## src/rtl/cmra_pkg.sv

```systemverilog
// Package for the centroid / max-radius area block.
// Holds sizing constants, the pi constant and the item types shared by all rtl files.
// No dependencies.
package cmra_pkg;

    // Point store and set sizing
    localparam int MAX_POINTS = 64;
    localparam int CNT_W      = $clog2(MAX_POINTS + 1);
    localparam int ADDR_W     = (MAX_POINTS > 1) ? $clog2(MAX_POINTS) : 1;

    // Coordinate and arithmetic widths
    localparam int COORD_W = 20;
    localparam int SUM_W   = COORD_W + CNT_W;
    localparam int STEP_W  = (SUM_W > 1) ? $clog2(SUM_W) : 1;
    localparam int DIFF_W  = COORD_W + 1;
    localparam int SQ_W    = 2 * DIFF_W - 1;
    localparam int R2_W    = 2 * DIFF_W;
    localparam int HALF_W  = R2_W / 2;

    // Pi in Q2.16 and the area product
    localparam int PI_W    = 18;
    localparam int PI_FRAC = 16;
    localparam logic [PI_W-1:0] PI_Q16 = PI_W'(205887);
    localparam int PP_W    = HALF_W + PI_W;
    localparam int PROD_W  = R2_W + PI_W;

    // Result field widths
    localparam int AREA_W      = 43;
    localparam int COUNT_OUT_W = 7;

    // Queue between front and back
    localparam int QDEPTH = 4;
    localparam int QPTR_W = $clog2(QDEPTH);

    localparam logic [CNT_W-1:0] MAX_CNT = CNT_W'(MAX_POINTS);

    // Input item
    typedef struct packed {
        logic signed [COORD_W-1:0] x_pos;
        logic signed [COORD_W-1:0] y_pos;
        logic                      last_point;
    } t_point_in;

    // Classified item: keep is low when the store is already full
    typedef struct packed {
        logic signed [COORD_W-1:0] x_pos;
        logic signed [COORD_W-1:0] y_pos;
        logic                      last_point;
        logic                      keep;
    } t_cls_item;

    // Result item
    typedef struct packed {
        logic [AREA_W-1:0]      area;
        logic [COUNT_OUT_W-1:0] point_count;
        logic                   overflowed;
    } t_result;

endpackage

```

## src/rtl/cmra_queue.sv

```systemverilog
// Short queue of classified items between front and back.
// Depends on cmra_pkg.
module cmra_queue (
    input  logic                 i_clk,
    input  logic                 i_rst_n,
    input  logic                 i_push,
    input  cmra_pkg::t_cls_item  i_item,
    output logic                 o_full,
    input  logic                 i_pop,
    output cmra_pkg::t_cls_item  o_item,
    output logic                 o_empty
);

    cmra_pkg::t_cls_item         r_slot [cmra_pkg::QDEPTH];
    logic [cmra_pkg::QPTR_W:0]   r_wr_ptr;
    logic [cmra_pkg::QPTR_W:0]   r_rd_ptr;

    assign o_empty = (r_wr_ptr == r_rd_ptr);
    assign o_full  = (r_wr_ptr[cmra_pkg::QPTR_W] != r_rd_ptr[cmra_pkg::QPTR_W]) &&
                     (r_wr_ptr[cmra_pkg::QPTR_W-1:0] == r_rd_ptr[cmra_pkg::QPTR_W-1:0]);
    assign o_item  = r_slot[r_rd_ptr[cmra_pkg::QPTR_W-1:0]];

    // Store pushed item
    always_ff @(posedge i_clk) begin
        if (i_push && !o_full) begin
            r_slot[r_wr_ptr[cmra_pkg::QPTR_W-1:0]] <= i_item;
        end
    end

    // Advance pointers
    always_ff @(posedge i_clk) begin
        if (!i_rst_n) begin
            r_wr_ptr <= '0;
            r_rd_ptr <= '0;
        end else begin
            if (i_push && !o_full) begin
                r_wr_ptr <= r_wr_ptr + 1'b1;
            end
            if (i_pop && !o_empty) begin
                r_rd_ptr <= r_rd_ptr + 1'b1;
            end
        end
    end

endmodule

```

## config.mk

```make
export PLATFORM = sky130hd
export DESIGN_NAME = cmra_queue
export DESIGN_NICKNAME = d
export VERILOG_FILES = /design/src/rtl/cmra_pkg.sv /design/src/rtl/cmra_queue.sv
export SDC_FILE = /design/constraint.sdc
export NUM_CORES = 1
export LEC_CHECK = 0
export BUFFER_PORTS_ARGS = -buffer_cell sky130_fd_sc_hd__buf_4
export CAP_MARGIN = 20
export CORE_MARGIN = 2
export CORE_UTILIZATION = 35
export DETAILED_ROUTE_END_ITERATION = 8
export SKIP_LAST_GASP = 1
export SYNTH_ARGS = -nofsm -noshare
export SYNTH_HDL_FRONTEND = slang
export SYNTH_SLANG_ARGS = --single-unit
```

## constraint.sdc

```tcl
create_clock -name i_clk -period 6.7 [get_ports i_clk]
set_input_delay 0.335 -clock i_clk [delete_from_list [all_inputs] [get_ports i_clk]]
set_output_delay 0.335 -clock i_clk [all_outputs]
set_load 0.02 [all_outputs]
```

==> results of run 1 <==
## sequential cells by signal, summed over array words and instances, names as in the netlist, named ones only
| register | count |
|---|---|
| r_slot | 168 |
| r_rd_ptr | 3 |
| r_wr_ptr | 3 |
## metal layers
layer	wire, µm	part of all wire [%]	global-route usage [%]	up-vias
met3	618	5.2	3.645	17
met1	5067	42	15.63	1643
met4	214	1.8	5.947	0
met5	0	0	0	-
met2	6080	51	20.62	75
li1	-	-	-	1418
## layout make-up
class,instances,area (µm²)
Sequential cell,176,5210
Clock buffer,17,425.4
Fill cell,1645,10530
Tap cell,234,292.8
Multi-Input combinational cell,95,1334
Inverter,5,18.77
Timing Repair Buffer,94,705.7
Clock inverter,15,131.4
## worst reg2reg max path, stage by stage, from the launching register on
cell	delay, ns
dfxtp_1	0.49
xnor2_1	0.25
a31oi_1	0.26
and2_2	0.54
buf_4	0.45
## worst max-delay path by stage
stage | start | endpoint | cells past startpoint
global route | flip-flop | o_item[18] | 2
finish | flip-flop | o_item[41] | 2
detailed placement | r_wr_ptr[1] | r_slot[2][21] | 4
CTS | flip-flop | o_item[41] | 2
floorplan | r_wr_ptr[0] | r_slot[3][0] | 3
global placement | r_wr_ptr[1] | r_slot[2][21] | 4
## Yosys cell counts, drive strengths merged, types with 4 or more instances
cell type  number
o21ai           4
dfxtp           8
nor3            4
and2            4
clkbuf          6
edfxtp        168
nand3b          4
a211o           4
mux4           42
inv             5
buf             6
ha              5
## power by group through the flow
stage	clock, mW	sequential (mW)	combinational (mW)
detailed placement	0	1.52	0.863
global route	0.982	1.52	0.906
CTS	0.944	1.50	0.865
floorplan	0	1.45	0.577
finish	0.921	1.49	0.848
global placement	0	1.51	0.859
## per-stage QoR
step           utilization, %  instance area, µm²
3_3_place_gp            40.56                7561
4_1_cts                 43.54                8118
3_5_place_dp            40.56                7561
2_1_floorplan               -                6609
6_report                43.54                8118
5_1_grt                 43.54                8118
## cells by family (layout without fill, tap and decap cells)
group,after synthesis,count (layout)
compound gates,18,18
xor+xnor,6,6
fa+ha+maj,5,5
buf+inv,17,131
flops,176,176
mux,42,42
simple gates,24,24
==> impl_metrics.py, run 1 <==
metrics = {
    "global_route": {
        "grt_first_pass_wirelength_um": 18470,
        "grt.overflow.total": 0,
        "grt_use_total_pct": 12.63,
        "grt_pass1_vias": 3347,
        "grt_start_max_net_pins": 43,
        "grt_antenna_before_repair": 0,
    },
    "floorplanning": {
        "core-area_mm2": 0.01864,
        "start_util_pct": 35.45,
        "die_area_mm2": 0.02000,
        "dieHeight_um": 141.4,
        "rows": 50,
        "die_x_um": 141.4,
        "ios": 90,
    },
    "worst_setup_path": {
        "cp_slowest_cell": "dfxtp_4",
        "cp_top_family": "flip-flops",
        "critPathRequiredTime_ns": 6.36,
        "crit_type": "flip-flop to output pin",
        "worst-path-buf-inv": 1,
        "r2r_end": "r_slot[2][27]",
        "cpPeakStageDelay_ns": 0.93,
        "reg2reg_from": "r_wr_ptr[0]",
        "cp_data_arrival_time_ns": 2.18,
        "critical_path.max_fanout": 42,
        "crit_chain": "mux4_2, buf_4",
        "rrSetupSlack_ns": 4.37,
        "ff2ff_path_depth": 4,
        "critPathLaunchType": "flip-flop",
        "worst_setup_path_end_kind": "output pin",
    },
    "placement": {
        "place.gp.congestion": 0.7229,
        "placedCellCount": 604,
        "io_buffers": 89,
        "dp_hpwl_um": 6947,
        "post-place-ws_ns": 4.339,
    },
    "power_and_ir_drop": {
        "p_int_mw": 2.299,
        "leakagePower_nw": 2.735,
        "clockPowerShare_pct": 28.3,
        "power_mw": 3.259,
        "vdd_drop_max_mv": 0.2108,
        "power_frac_seq_pct": 45.7,
        "netSwitchingFraction_pct": 29.45,
        "p_per_area_mw_per_mm2": 401.5,
        "power.switching_mw": 0.9598,
        "comb_power_share_pct": 26.0,
    },
    "cts": {
        "clk_pin_slew_ns": 0.07,
        "post-cts-setup-buffer-count": 0,
        "cts_hold_buf": 0,
        "cts_resized": 0,
        "clk_latency_ns": 0.42,
        "cts_buffers": 17,
        "cts_max_path_buffers": 2,
        "ctsRootBufferMaster": "clkbuf_16",
        "cts_tree": "done",
        "clock-sinks": 176,
        "cts.htree.levels": 4,
    },
    "hold_path": {
        "hp-class": "primary input to flip-flop",
        "hold_depth": 1,
        "hold_path_end": "r_slot[0][9]",
        "hold_start": "i_item[9]",
    },
    "drt": {
        "wl_um": 11980,
        "wl_per_cell_um": 18.84,
        "viasPerCell": 4.958,
        "post-route-drc-count": 0,
        "num_vias": 3153,
        "ant_nets": 0,
        "drtIter0Drc": 202,
        "dr.pass1.iters": 4,
    },
    "layout": {
        "n_antenna_cell": 0,
        "areaGrowthSynthToFinish_pct": 22.83,
        "finalNonFillerCells": 636,
        "final_cell_mix": "edfxtp_1, buf_4, mux4_2",
        "final_layout_size_suffix_gt1_share_pct": 42.79,
        "final_common_cell": "edfxtp_1",
        "final_nets": 440,
    },
    "synth": {
        "yosysWarningCount": 0,
        "ys_ff_latch": 176,
        "netlist_area_mm2": 0.006609,
        "synthAdderAreaFrac_pct": 0.9466,
        "synthXorXnorAreaFrac_pct": 0.7952,
        "synthMuxAreaShare_pct": 14.31,
        "netlist_top_cells_area": "edfxtp_1, mux4_2, dfxtp_1",
        "ys_types": 28,
        "ys_seq_area_share_pct": 78.76,
        "synth_edf_count": 168,
        "synth_cells": 288,
        "synth.top_cell.area_share_pct": 76.33,
        "yosys.area.top_type": "edfxtp_1",
        "syn_area_per_cell_um2": 22.95,
        "synth_ff_type": "edfxtp_1",
        "synth_top_family_by_area": "multiplexers",
        "synthSimpleGateAreaFrac_pct": 2.045,
        "synth_nets": 339,
        "synth-compound-area-share_pct": 1.912,
        "async_reset_ff_share_pct": 0,
    },
    "timing": {
        "setup_tns_ns": 0,
        "finalCritPeriodShare_pct": 37.51,
        "tightest_slew_ns": 0.8724,
        "layout_setup_ws_ns": 4.187,
        "finClkSkew_ns": 0.006285,
        "max_freq_mhz": 397.9,
        "drv_slew": 0,
        "fin_hold_ws_ns": 0.1094,
        "post-route-min-period_ns": 2.513,
        "rsz0062_at_grt": "false",
        "slew_headroom_pct": 41.84,
        "hold_viol": 0,
        "finalSetupViolations": 0,
    },
    "run_status": {
        "status": "finished clean",
    },
    "flow_run": {
        "drv_cap": 0,
    },
}
Note: power is estimated with default switching activity, not from simulation.
==> run 2, diff against run 1 <==
==> constraint.sdc (replaced) <==
create_clock -name i_clk -period 2.2 [get_ports i_clk]
set_input_delay 0.11 -clock i_clk [delete_from_list [all_inputs] [get_ports i_clk]]
set_output_delay 0.11 -clock i_clk [all_outputs]
set_load 0.02 [all_outputs]
==> run 2 against run 1 <==
Net effect:
- critical path depth grew 1
- register-to-register slack lost 4.1 ns
- power grew to 3.1 times the previous value
- via count grew 5.7%
- clock power grew to 3.0 times the previous value
- clock-buffer cell count grew 1
- critical path type unchanged
- largest cell class unchanged
- highest routed layer unchanged
==> impl_metrics.py, run 2 (synthesized netlist as in run 1, its figures left out) <==
metrics = {
    "worst_setup_path": {
        "crit_type": "flip-flop to output pin",
        "reg2reg_from": "r_wr_ptr[0]",
        "ff2ff_path_depth": 4,
        "cp_top_family": "flip-flops",
        "rrSetupSlack_ns": 0.30,
        "worst_setup_path_end_kind": "output pin",
        "cp_slowest_cell": "dfxtp_4",
        "r2r_end": "r_slot[3][4]",
        "critPathRequiredTime_ns": 2.09,
        "worst-path-buf-inv": 2,
        "cp_data_arrival_time_ns": 1.96,
        "critical_path.max_fanout": 16,
        "critPathLaunchType": "flip-flop",
        "crit_chain": "buf_12, mux4_2, buf_4",
        "cpPeakStageDelay_ns": 0.57,
    },
    "timing": {
        "slew_headroom_pct": 66.12,
        "finClkSkew_ns": 0.005649,
        "tightest_slew_ns": 0.5064,
        "hold_viol": 0,
        "setup_tns_ns": 0,
        "drv_slew": 0,
        "max_freq_mhz": 482.0,
        "rsz0062_at_grt": "false",
        "finalSetupViolations": 0,
        "post-route-min-period_ns": 2.075,
        "layout_setup_ws_ns": 0.1251,
        "finalCritPeriodShare_pct": 94.31,
    },
    "layout": {
        "multi_input_area_mm2": 0.001334,
        "areaGrowthSynthToFinish_pct": 31.07,
        "final_cell_mix": "edfxtp_1, buf_4, dlygate4sd3_1",
        "fillers": 1573,
        "n_antenna_cell": 0,
        "final_nets": 490,
        "final_layout_size_suffix_gt1_share_pct": 39.47,
        "finalNonFillerCells": 685,
        "design_area_mm2": 0.008662,
        "seq_area_mm2": 0.005210,
        "final_common_cell": "edfxtp_1",
        "largest_reg_flops": 168,
        "fin_util_pct": 46.46,
    },
    "global_route": {
        "grt_start_max_net_pins": 43,
        "grt_antenna_before_repair": 0,
        "grt_use_total_pct": 13.03,
        "grt_first_pass_wirelength_um": 19280,
        "grt_pass1_vias": 3602,
        "grt.overflow.total": 0,
    },
    "flow_run": {
        "drv_cap": 0,
    },
    "floorplanning": {
        "start_util_pct": 35.45,
        "die_area_mm2": 0.02000,
        "ios": 90,
        "dieHeight_um": 141.4,
        "core-area_mm2": 0.01864,
        "die_x_um": 141.4,
        "rows": 50,
    },
    "placement": {
        "io_buffers": 89,
        "post-place-ws_ns": 0.3335,
        "dp_hpwl_um": 7662,
        "dpl_cell_area_mm2": 0.007689,
        "placedCellCount": 611,
        "place.gp.congestion": 0.7580,
    },
    "drt": {
        "ant_nets": 0,
        "num_vias": 3333,
        "post-route-drc-count": 0,
        "wl_um": 12350,
        "wl_per_cell_um": 18.04,
        "viasPerCell": 4.866,
        "drtIter0Drc": 188,
        "dr.pass1.iters": 4,
    },
    "cts": {
        "cts_hold_buf": 43,
        "cts.htree.levels": 4,
        "clk_latency_ns": 0.41,
        "cts_max_path_buffers": 2,
        "cts_resized": 0,
        "ctsRootBufferMaster": "clkbuf_16",
        "post-cts-setup-buffer-count": 0,
        "cts_tree": "done",
        "cts_buffers": 17,
        "clk_pin_slew_ns": 0.06,
        "clock-sinks": 176,
    },
    "power_and_ir_drop": {
        "leakagePower_nw": 2.961,
        "p_per_area_mw_per_mm2": 1163,
        "vdd_drop_max_mv": 0.5262,
    },
    "hold_path": {
        "hold_path_end": "r_wr_ptr[1]",
        "hp-class": "primary input to flip-flop",
        "hold_start": "i_push",
        "hold_depth": 3,
    },
    "run_status": {
        "status": "finished clean",
    },
}
run 2: how the worst max path moves through the flow:
stage              endpoint        start  depth (start not counted)
2_1_floorplan  r_slot[3][0]  r_wr_ptr[0]                          3
3_3_place_gp   r_slot[3][8]  r_wr_ptr[0]                          4
3_5_place_dp   r_slot[3][5]  r_wr_ptr[0]                          4
4_1_cts          o_item[13]    flip-flop                          3
5_1_grt          o_item[13]    flip-flop                          3
6_report         o_item[13]    flip-flop                          3
run 2: worst register-to-register path, cell delays in order, from the launching register on:
cell     delay (ns)
dfxtp_1        0.46
xor2_1         0.46
nor3_1         0.20
nor2_4         0.17
buf_4          0.28
run 2: power by group:
| part | internal, mW | switching [mW] |
|---|---|---|
| registers | 4.25 | 0.203 |
| clock network | 1.55 | 1.18 |
| logic | 1.35 | 1.53 |
| total | 7.15 | 2.92 |
run 2: metrics by stage:
| step | power, mW | hold slack, ns |
|---|---|---|
| floorplan | 6.174 | 0.2089 |
| global route | 10.55 | 0.09099 |
| CTS | 10.22 | 0.04884 |
| global placement | 7.379 | 0.3098 |
| detailed placement | 7.413 | 0.3137 |
| finish | 10.07 | 0.07118 |
run 2: layout make-up:
cell class                      instances  area share, %
Sequential cell                       176          60.15
Multi-Input combinational cell         95          15.40
Inverter                                5         0.2167
Clock buffer                           18          4.955
Tap cell                              234          3.380
Timing Repair Buffer                  144          14.59
Clock inverter                         13          1.314
run 2: layer usage:
layer | up-vias | track usage (%) | part of all wire [%]
li1 | 1518 | - | -
met1 | 1724 | 16.26 | 43
met2 | 82 | 21.61 | 51
met3 | 9 | 4.489 | 5.4
met4 | 0 | 3.947 | 0.96
met5 | - | 0 | 0
