--- config.mk ---
export PLATFORM = sky130hd
export DESIGN_NAME = cmra_front
export DESIGN_NICKNAME = d
export VERILOG_FILES = /design/src/rtl/cmra_pkg.sv /design/src/rtl/cmra_front.sv
export SDC_FILE = /design/constraint.sdc
export NUM_CORES = 1
export LEC_CHECK = 0
export BUFFER_PORTS_ARGS = -buffer_cell sky130_fd_sc_hd__buf_2
export CAP_MARGIN = 20
export CORE_MARGIN = 2
export CORE_UTILIZATION = 34
export DETAILED_ROUTE_END_ITERATION = 12
export PLACE_DENSITY = 0.84
export SLEW_MARGIN = 20
export SYNTH_ARGS = -nofsm -noshare
export SYNTH_HDL_FRONTEND = slang
export SYNTH_SLANG_ARGS = --single-unit
--- constraint.sdc ---
create_clock -name i_clk -period 2.67 [get_ports i_clk]
set_input_delay 0.534 -clock i_clk [delete_from_list [all_inputs] [get_ports i_clk]]
set_output_delay 0.534 -clock i_clk [all_outputs]
set_load 0.03 [all_outputs]
--- src/rtl/cmra_pkg.sv ---
// Package for the centroid / max-radius area block.
// Holds sizing constants, the pi constant and the item types shared by all rtl files.
// No dependencies.
package cmra_pkg;

    // Point store and set sizing
    localparam int MAX_POINTS = 64;
    localparam int CNT_W      = $clog2(MAX_POINTS + 1);
    localparam int ADDR_W     = (MAX_POINTS > 1) ? $clog2(MAX_POINTS) : 1;

    // Coordinate and arithmetic widths
    localparam int COORD_W = 20;
    localparam int SUM_W   = COORD_W + CNT_W;
    localparam int STEP_W  = (SUM_W > 1) ? $clog2(SUM_W) : 1;
    localparam int DIFF_W  = COORD_W + 1;
    localparam int SQ_W    = 2 * DIFF_W - 1;
    localparam int R2_W    = 2 * DIFF_W;
    localparam int HALF_W  = R2_W / 2;

    // Pi in Q2.16 and the area product
    localparam int PI_W    = 18;
    localparam int PI_FRAC = 16;
    localparam logic [PI_W-1:0] PI_Q16 = PI_W'(205887);
    localparam int PP_W    = HALF_W + PI_W;
    localparam int PROD_W  = R2_W + PI_W;

    // Result field widths
    localparam int AREA_W      = 43;
    localparam int COUNT_OUT_W = 7;

    // Queue between front and back
    localparam int QDEPTH = 4;
    localparam int QPTR_W = $clog2(QDEPTH);

    localparam logic [CNT_W-1:0] MAX_CNT = CNT_W'(MAX_POINTS);

    // Input item
    typedef struct packed {
        logic signed [COORD_W-1:0] x_pos;
        logic signed [COORD_W-1:0] y_pos;
        logic                      last_point;
    } t_point_in;

    // Classified item: keep is low when the store is already full
    typedef struct packed {
        logic signed [COORD_W-1:0] x_pos;
        logic signed [COORD_W-1:0] y_pos;
        logic                      last_point;
        logic                      keep;
    } t_cls_item;

    // Result item
    typedef struct packed {
        logic [AREA_W-1:0]      area;
        logic [COUNT_OUT_W-1:0] point_count;
        logic                   overflowed;
    } t_result;

endpackage

--- src/rtl/cmra_front.sv ---
// Front part: accepts points and marks those that fit in the point store.
// Depends on cmra_pkg.
module cmra_front (
    input  logic                 i_clk,
    input  logic                 i_rst_n,
    input  logic                 i_push,
    input  cmra_pkg::t_point_in  i_item,
    output logic                 o_full,
    output logic                 o_q_push,
    output cmra_pkg::t_cls_item  o_q_item,
    input  logic                 i_q_full
);

    logic [cmra_pkg::CNT_W-1:0] r_cnt;
    logic [cmra_pkg::CNT_W-1:0] n_cnt;
    logic                       accept;
    logic                       keep;

    assign o_full   = i_q_full;
    assign accept   = i_push && !i_q_full;
    assign keep     = (r_cnt < cmra_pkg::MAX_CNT);
    assign o_q_push = accept;

    // Classify the item for the back part
    always_comb begin
        o_q_item.x_pos      = i_item.x_pos;
        o_q_item.y_pos      = i_item.y_pos;
        o_q_item.last_point = i_item.last_point;
        o_q_item.keep       = keep;
    end

    // Track stored points of the current set; restart after the last one
    always_comb begin
        n_cnt = r_cnt;
        if (accept) begin
            if (i_item.last_point) begin
                n_cnt = '0;
            end else if (keep) begin
                n_cnt = r_cnt + 1'b1;
            end
        end
    end

    always_ff @(posedge i_clk) begin
        if (!i_rst_n) begin
            r_cnt <= '0;
        end else begin
            r_cnt <= n_cnt;
        end
    end

endmodule

==> reports/metrics.yaml, run 1 <==
grt_start_max_net_pins: 10
drive_above_1_share: 0.255
ff2ff_path_depth: 4
pwr-share-clk: 0.427
ios: 89
synth-seq-cells: 7
ys_types: 24
worst_setup_path_start_kind: "input pin"
switchingPower_uw: 55.6
hpwl_um: 817
skew_ns: 0.00503
finalSetupViolations: 0
wl_per_cell_um: 12.4
synth_top_cell_by_area: "buf_4"
synth_nets: 134
drt_iter0_drc: 4
finalCriticalPeriod_ns: 1.62
via_count: 397
clock_latency_ns: 0.25
hold_end: "r_cnt[5]"
finalHoldViolCount: 0
swShare: 0.246
finalWirelength_um: 1020
reg_top3: "r_cnt: 7 flops"
syn2layout_area_growth_pct: -33.0
antenna_found_initial: 0
ys_top_cells_by_count: "43 x buf_4, 7 x dfxtp_1, 4 x inv_1, 4 x nand3b_1"
crit_path_cell_trace: "buf_2 > nand2b_4 > inv_2 > buf_2"
rsz0062_at_grt: "no"
top_register: "r_cnt"
period_share: 0.607
drcViolationCount: 0
leakage_nw: 0.177
p_total_uw: 226
internal-power_uw: 171
required_ns: 2.14
cp_max_fo: 9
clock-sinks: 7
p_per_area_mw_per_mm2: 468
cp-end-kind: "output port"
dr.pass1.iters: 2
gr-usage-all-layers: 0.0818
cap_violations: 0
fmax_mhz: 618
antenna_cells: 0
core-area_mm2: 0.00198
synth_edf_count: 0
synth.most_common_cell: "buf_4"
ys_warn_count: 0
post_cts_buffers: 0
critPathMostFrequentCell: "buf_2"
ys_top_cells_by_area: "buf_4 45%, dfxtp_1 19%, mux2i_1 4.2%"
cts_root_buffer: "clkbuf_4"
h-tree-depth: 1
syn_area_um2: 721
worstPathArrival_ns: 1.09
relSlewSlack: 0.700
cpPeakStageDelay_ns: 0.19
start_util: 0.364
die_h_um: 50.0
crit_slowest_cell: "buf_2"
hold_depth: 2
rr_endpoint: "r_cnt[2]"
place_area_um2: 457
largest_reg_flops: 7
row_count: 16
syn_inst: 88
grt_pass1_wl_um: 1530
path_buf_inv: 3
synth_area_per_cell_um2: 8.19
cts_tree: "built"
port_buffers: 8
ir_worst_vdd_uv: 162
fin_area_um2: 483
tightestPinTransition_ns: 0.449
synth_top_area_frac: 0.448
synthFlopType: "dfxtp_1"
r2r_start: "r_cnt[0]"
cts.clk_slew.worst_paths_ns: 0.05
synthArstFlopShare: 0
worstSetupPathType: "input pin to output port"
min_path_type: "register to register"
ant_nets: 0
grt_pass1_vias: 366
die_x_um: 50.0
cts_made_buffers: 3
dieArea_mm2: 0.00250
vias_per_cell: 4.84
cts-resized-gates: 0
fin_setup_tns_ns: 0
hp-start: "r_cnt[5]"
slew_viol_final: 0
cp_top_family: "buffers and inverters"
seqPwrFrac: 0.469
status: "finished, final reports clean"
cts_hold_buf: 0
p_comb_frac: 0.104
yosysSeqAreaShare: 0.194
cts.path.max_buffers: 2
grt_overflow: 0
gp_congestion: 0.749
reg2reg_slack_ns: 1.33
finalNetCount: 102
[cells in the final DEF (no fill, tap or decap)]
master / netlist / layout
buf_2: 0 / 8
dfxtp_1: 7 / 7
inv_1: 4 / 4
nand3b_1: 4 / 4
nand3_1: 3 / 3
nand2_1: 3 / 3
mux2i_1: 3 / 3
clkbuf_4: 0 / 3
nor4_1: 2 / 2
or4_1: 2 / 2
o21ai_0: 2 / 2
a21boi_1: 2 / 2
nand2b_4: 1 / 1
inv_2: 1 / 1
nor2b_1: 1 / 1
o31ai_1: 1 / 1
a21oi_1: 1 / 1
and3_1: 1 / 1
a41oi_1: 1 / 1
nor2_1: 1 / 1
nand4_1: 1 / 1
nor4b_2: 1 / 1
ha_1: 1 / 1
clkbuf_1: 0 / 1
[stage by stage]
step	std cells	worst slack, ns	utilization	hold WS [ns]
2_1_floorplan	88	1.23	-	0.450
3_3_place_gp	78	1.06	0.230	0.464
3_5_place_dp	78	1.05	0.230	0.483
4_1_cts	82	1.05	0.244	0.491
5_1_grt	82	1.02	0.244	0.517
6_report	82	1.05	0.244	0.487
[final cells by class]
class	instances	area, um^2
fillers	215	1500
multi-input cells	31	224
flip-flops and latches	7	140
repair buffers	8	40.0
well taps	27	33.8
clock buffers	4	26.3
inverters	5	18.8
[worst max path at each step]
stage / start / end / cells past startpoint
finish: i_q_full / o_q_push / 4
global route: i_q_full / o_q_push / 4
CTS: i_q_full / o_q_push / 4
detailed placement: i_q_full / o_q_push / 4
global placement: i_q_full / o_q_push / 4
floorplan: i_q_full / o_q_push / 3
[kinds of logic after synthesis]
kind of cell	synth area share
DFF	0.194
muxes	0.0417
adders and majority gates	0.0174
buffers and inverters	0.495
and+or+nand+nor	0.187
AOI/OAI and AO/OA	0.0642
[worst min-delay path, cell delays in order, from the launching register on]
cell and delay [ns]:
dfxtp_1 0.32, nand3_1 0.07, mux2i_1 0.05
[metal layers]
layer,GRT usage,share of wire,wire (um),up-vias
met1,0.0807,0.37,377,176
met5,0,0,0,-
met3,0.0667,0.17,174,6
met2,0.114,0.44,447,32
li1,-,-,-,183
met4,0.0556,0.017,17,0
[power groups by stage]
stage          sequential [mW]  clock (mW)  combinational [mW]
6_report                 0.106      0.0966              0.0235
3_5_place_dp             0.108           0              0.0239
5_1_grt                  0.106       0.107              0.0259
2_1_floorplan            0.108           0               0.132
4_1_cts                  0.106       0.101              0.0238
3_3_place_gp             0.108           0              0.0232
No activity file was read; power rests on OpenSTA's default activity.
==> run 2: changes to the inputs <==
- ABC_AREA: unset -> 1
- CORE_UTILIZATION: 34 -> 29
- PLACE_DENSITY: 0.84 -> 0.76
- clock period: 2.67 -> 1.4 ns (I/O delays scaled with it)
==> run 2 against run 1 <==
Net effect: global-route usage shrank 0.72 points; synthesized cell count increased by 15%; critical path depth is 2 lower; worst hold slack got worse by 0.19 ns; flip-flop and latch count unchanged; combinational power up 110%; clock skew fell by 0.0032 ns; register-to-register slack got worse by 1.1 ns; first-iteration DRC count up 25%; sequential power is 92% higher; total power grew 94%; critical path type is now register to output port; count of clock-buffer cells in the layout unchanged.
==> reports/metrics.yaml, run 2 <==
status: "finished, final reports clean"  # unchanged
grt_overflow: 0  # unchanged
syn_area_um2: 723  # was 721 um^2
switchingPower_uw: 113  # was 55.6 uW
hp-start: "i_rst_n"  # was r_cnt[5]
cts_hold_buf: 0  # unchanged
cts-resized-gates: 0  # unchanged
cts.path.max_buffers: 2  # unchanged
swShare: 0.257  # was 0.246
path_buf_inv: 2  # was 3
fmax_mhz: 882
wl_per_cell_um: 10.6  # was 12.4 um
relSlewSlack: 0.868  # was 0.700
p_comb_frac: 0.113  # was 0.104
start_util: 0.300  # was 0.364
gp_congestion: 0.822  # was 0.749
crit_slowest_cell: "dfxtp_1"  # was buf_2
die_x_um: 53.9  # was 50.0 um
largest_reg_flops: 7  # unchanged
finalWirelength_um: 1060  # was 1020 um
slew_viol_final: 0  # unchanged
cts.clk_slew.worst_paths_ns: 0.05  # about the same
finalSetupViolations: 0  # unchanged
final_cell_mix: "11 x inv_1, 11 x nand2_1, 9 x nor2_1"  # was 8 x buf_2, 7 x dfxtp_1, 4 x inv_1, 4 x nand3b_1
drt_iter0_drc: 5  # was 4
core-area_mm2: 0.00241  # was 0.00198 mm^2
ios: 89  # unchanged
tightestPinTransition_ns: 0.198  # was 0.449 ns
grt_pass1_wl_um: 1570  # was 1530 um
ys_warn_count: 0  # unchanged
synth_nets: 147  # was 134
cp_top_family: "flip-flops"  # was buffers and inverters
gr-usage-all-layers: 0.0746  # was 0.0818
hold_end: "r_cnt[0]"  # was r_cnt[5]
grt_start_max_net_pins: 6  # was 10
min_path_type: "input pin to register"  # was register to register
clock_latency_ns: 0.25  # about the same
ys_top_cells_by_count: "43 x buf_4, 11 x inv_1, 11 x nand2_1"  # was 43 x buf_4, 7 x dfxtp_1, 4 x inv_1, 4 x nand3b_1
rr_endpoint: "r_cnt[4]"  # was r_cnt[2]
hpwl_um: 886  # was 817 um
cts_made_buffers: 3  # unchanged
synth-seq-cells: 7  # unchanged
port_buffers: 8  # unchanged
drcViolationCount: 0  # unchanged
synth_top_area_frac: 0.446  # was 0.448
holdWs_ns: 0.293  # was 0.487 ns
p_total_uw: 439  # was 226 uW
drive_above_1_share: 0.243  # was 0.255
finalNetCount: 117  # was 102
clock-sinks: 7  # unchanged
crit_path_cell_trace: "inv_1 > buf_2"  # was buf_2 > nand2b_4 > inv_2 > buf_2
postLayoutCoreUtil: 0.209  # was 0.244
finalCriticalPeriod_ns: 1.13
r2r_start: "r_cnt[0]"  # unchanged
leakage_nw: 0.214  # was 0.177 nW
seqPwrFrac: 0.465  # was 0.469
dieArea_mm2: 0.00291  # was 0.00250 mm^2
ys_top_cells_by_area: "buf_4 45%, dfxtp_1 19%, inv_1 5.7%"  # was buf_4 45%, dfxtp_1 19%, mux2i_1 4.2%
skew_ns: 0.00182  # was 0.00503 ns
antenna_cells: 0  # unchanged
finalHoldViolCount: 0  # unchanged
worst_setup_path_start_kind: "register"  # was input pin
via_count: 425  # was 397
top_register: "r_cnt"  # unchanged
hold_depth: 3  # was 2
synth_top_cell_by_area: "buf_4"  # unchanged
antenna_found_initial: 0  # unchanged
synth_area_per_cell_um2: 7.16  # was 8.19 um^2
dr.pass1.iters: 4  # was 2
cts_root_buffer: "clkbuf_4"  # unchanged
grt_pass1_vias: 384  # was 366
h-tree-depth: 1  # unchanged
cp-end-kind: "output port"  # unchanged
reg_top3: "r_cnt: 7 flops"  # unchanged
post_cts_buffers: 0  # unchanged
required_ns: 1.12  # was 2.14 ns
syn2layout_area_growth_pct: -30.3  # was -33.0%
fin_setup_tns_ns: 0  # unchanged
worstSetupPathType: "register to output port"  # was input pin to output port
cap_violations: 0  # unchanged
synth.most_common_cell: "buf_4"  # unchanged
p_per_area_mw_per_mm2: 871  # was 468 mW/mm^2
ir_worst_vdd_uv: 536  # was 162 uV
row_count: 18  # was 16
worstPathArrival_ns: 0.85  # was 1.09 ns
die_h_um: 53.9  # was 50.0 um
ant_nets: 0  # unchanged
reg2reg_slack_ns: 0.28  # was 1.33 ns
synthArstFlopShare: 0  # unchanged
synthFlopType: "dfxtp_1"  # unchanged
cts_tree: "built"  # unchanged
pwr-share-clk: 0.422  # was 0.427
yosysSeqAreaShare: 0.194  # about the same
synth_edf_count: 0  # unchanged
ys_types: 19  # was 24
cp_max_fo: 3  # was 9
rsz0062_at_grt: "no"  # unchanged
vias_per_cell: 4.25  # was 4.84
ff2ff_path_depth: 7  # was 4
period_share: 0.810
internal-power_uw: 326  # was 171 uW
cpPeakStageDelay_ns: 0.31  # was 0.19 ns
syn_inst: 101  # was 88
==> run 2: cell types whose count changed in the layout (fill, tap and decap cells not counted), sizes merged, moves of 3 or more <==
cell    change
nand3b      -4
nor2       +11
mux2i       -3
inv         +6
nand2       +9
==> run 2: cell families after synthesis <==
kind of cell / after synthesis / share of synthesized area
flip-flops: 7 / 0.194
AND/OR/NAND/NOR: 32 / 0.228
adder cells (fa/ha/maj): 1 / 0.0173
AO/OA/AOI/OAI: 7 / 0.0571
buffers and inverters: 54 / 0.503
==> run 2: how the worst max path moves through the flow <==
stage | from | end | slack [ns] | cells past startpoint
floorplan | i_push | r_cnt[3] | 0.34 | 6
global placement | i_q_full | r_cnt[3] | 0.33 | 6
detailed placement | r_cnt[0] | r_cnt[4] | 0.29 | 7
CTS | r_cnt[6] | o_q_item[0] | 0.26 | 2
global route | r_cnt[0] | r_cnt[4] | 0.16 | 7
finish | r_cnt[6] | o_q_item[0] | 0.27 | 2
==> run 2: final cells by class <==
cell class	count	area (um^2)
multi-input cells	40	219
flip-flops and latches	7	140
repair buffers	8	40.0
inverters	11	41.3
fillers	258	1910
well taps	30	37.5
clock buffers	4	26.3
==> run 2: worst reg2reg max path, stage by stage (launching register included) <==
cell and delay, ns:
dfxtp_1 0.37, ha_1 0.16, inv_1 0.06, nor2_1 0.17, nand2_1 0.07, nor2_1 0.08
o21ai_0 0.08, nor2_1 0.08
==> run 2: power groups by stage <==
stage / clock [mW] / sequential [mW] / combinational (mW)
after CTS: 0.195 / 0.204 / 0.0497
after floorplan: 0 / 0.208 / 0.250
after global placement: 0 / 0.208 / 0.0485
after detailed placement: 0 / 0.209 / 0.0495
after global routing: 0.200 / 0.205 / 0.0547
final: 0.185 / 0.204 / 0.0497
==> run 2: per-layer routing <==
layer	routed length [um]	track usage
met1	361	0.0705
met2	518	0.120
met4	16	0.0726
met5	0	0
met3	163	0.0306
==> run 2: per-stage QoR <==
step	area [um^2]	setup WS, ns	cells
floorplan	723	0.339	101
global placement	478	0.333	96
detailed placement	478	0.288	96
CTS	504	0.259	100
global route	504	0.162	100
finish	504	0.266	100
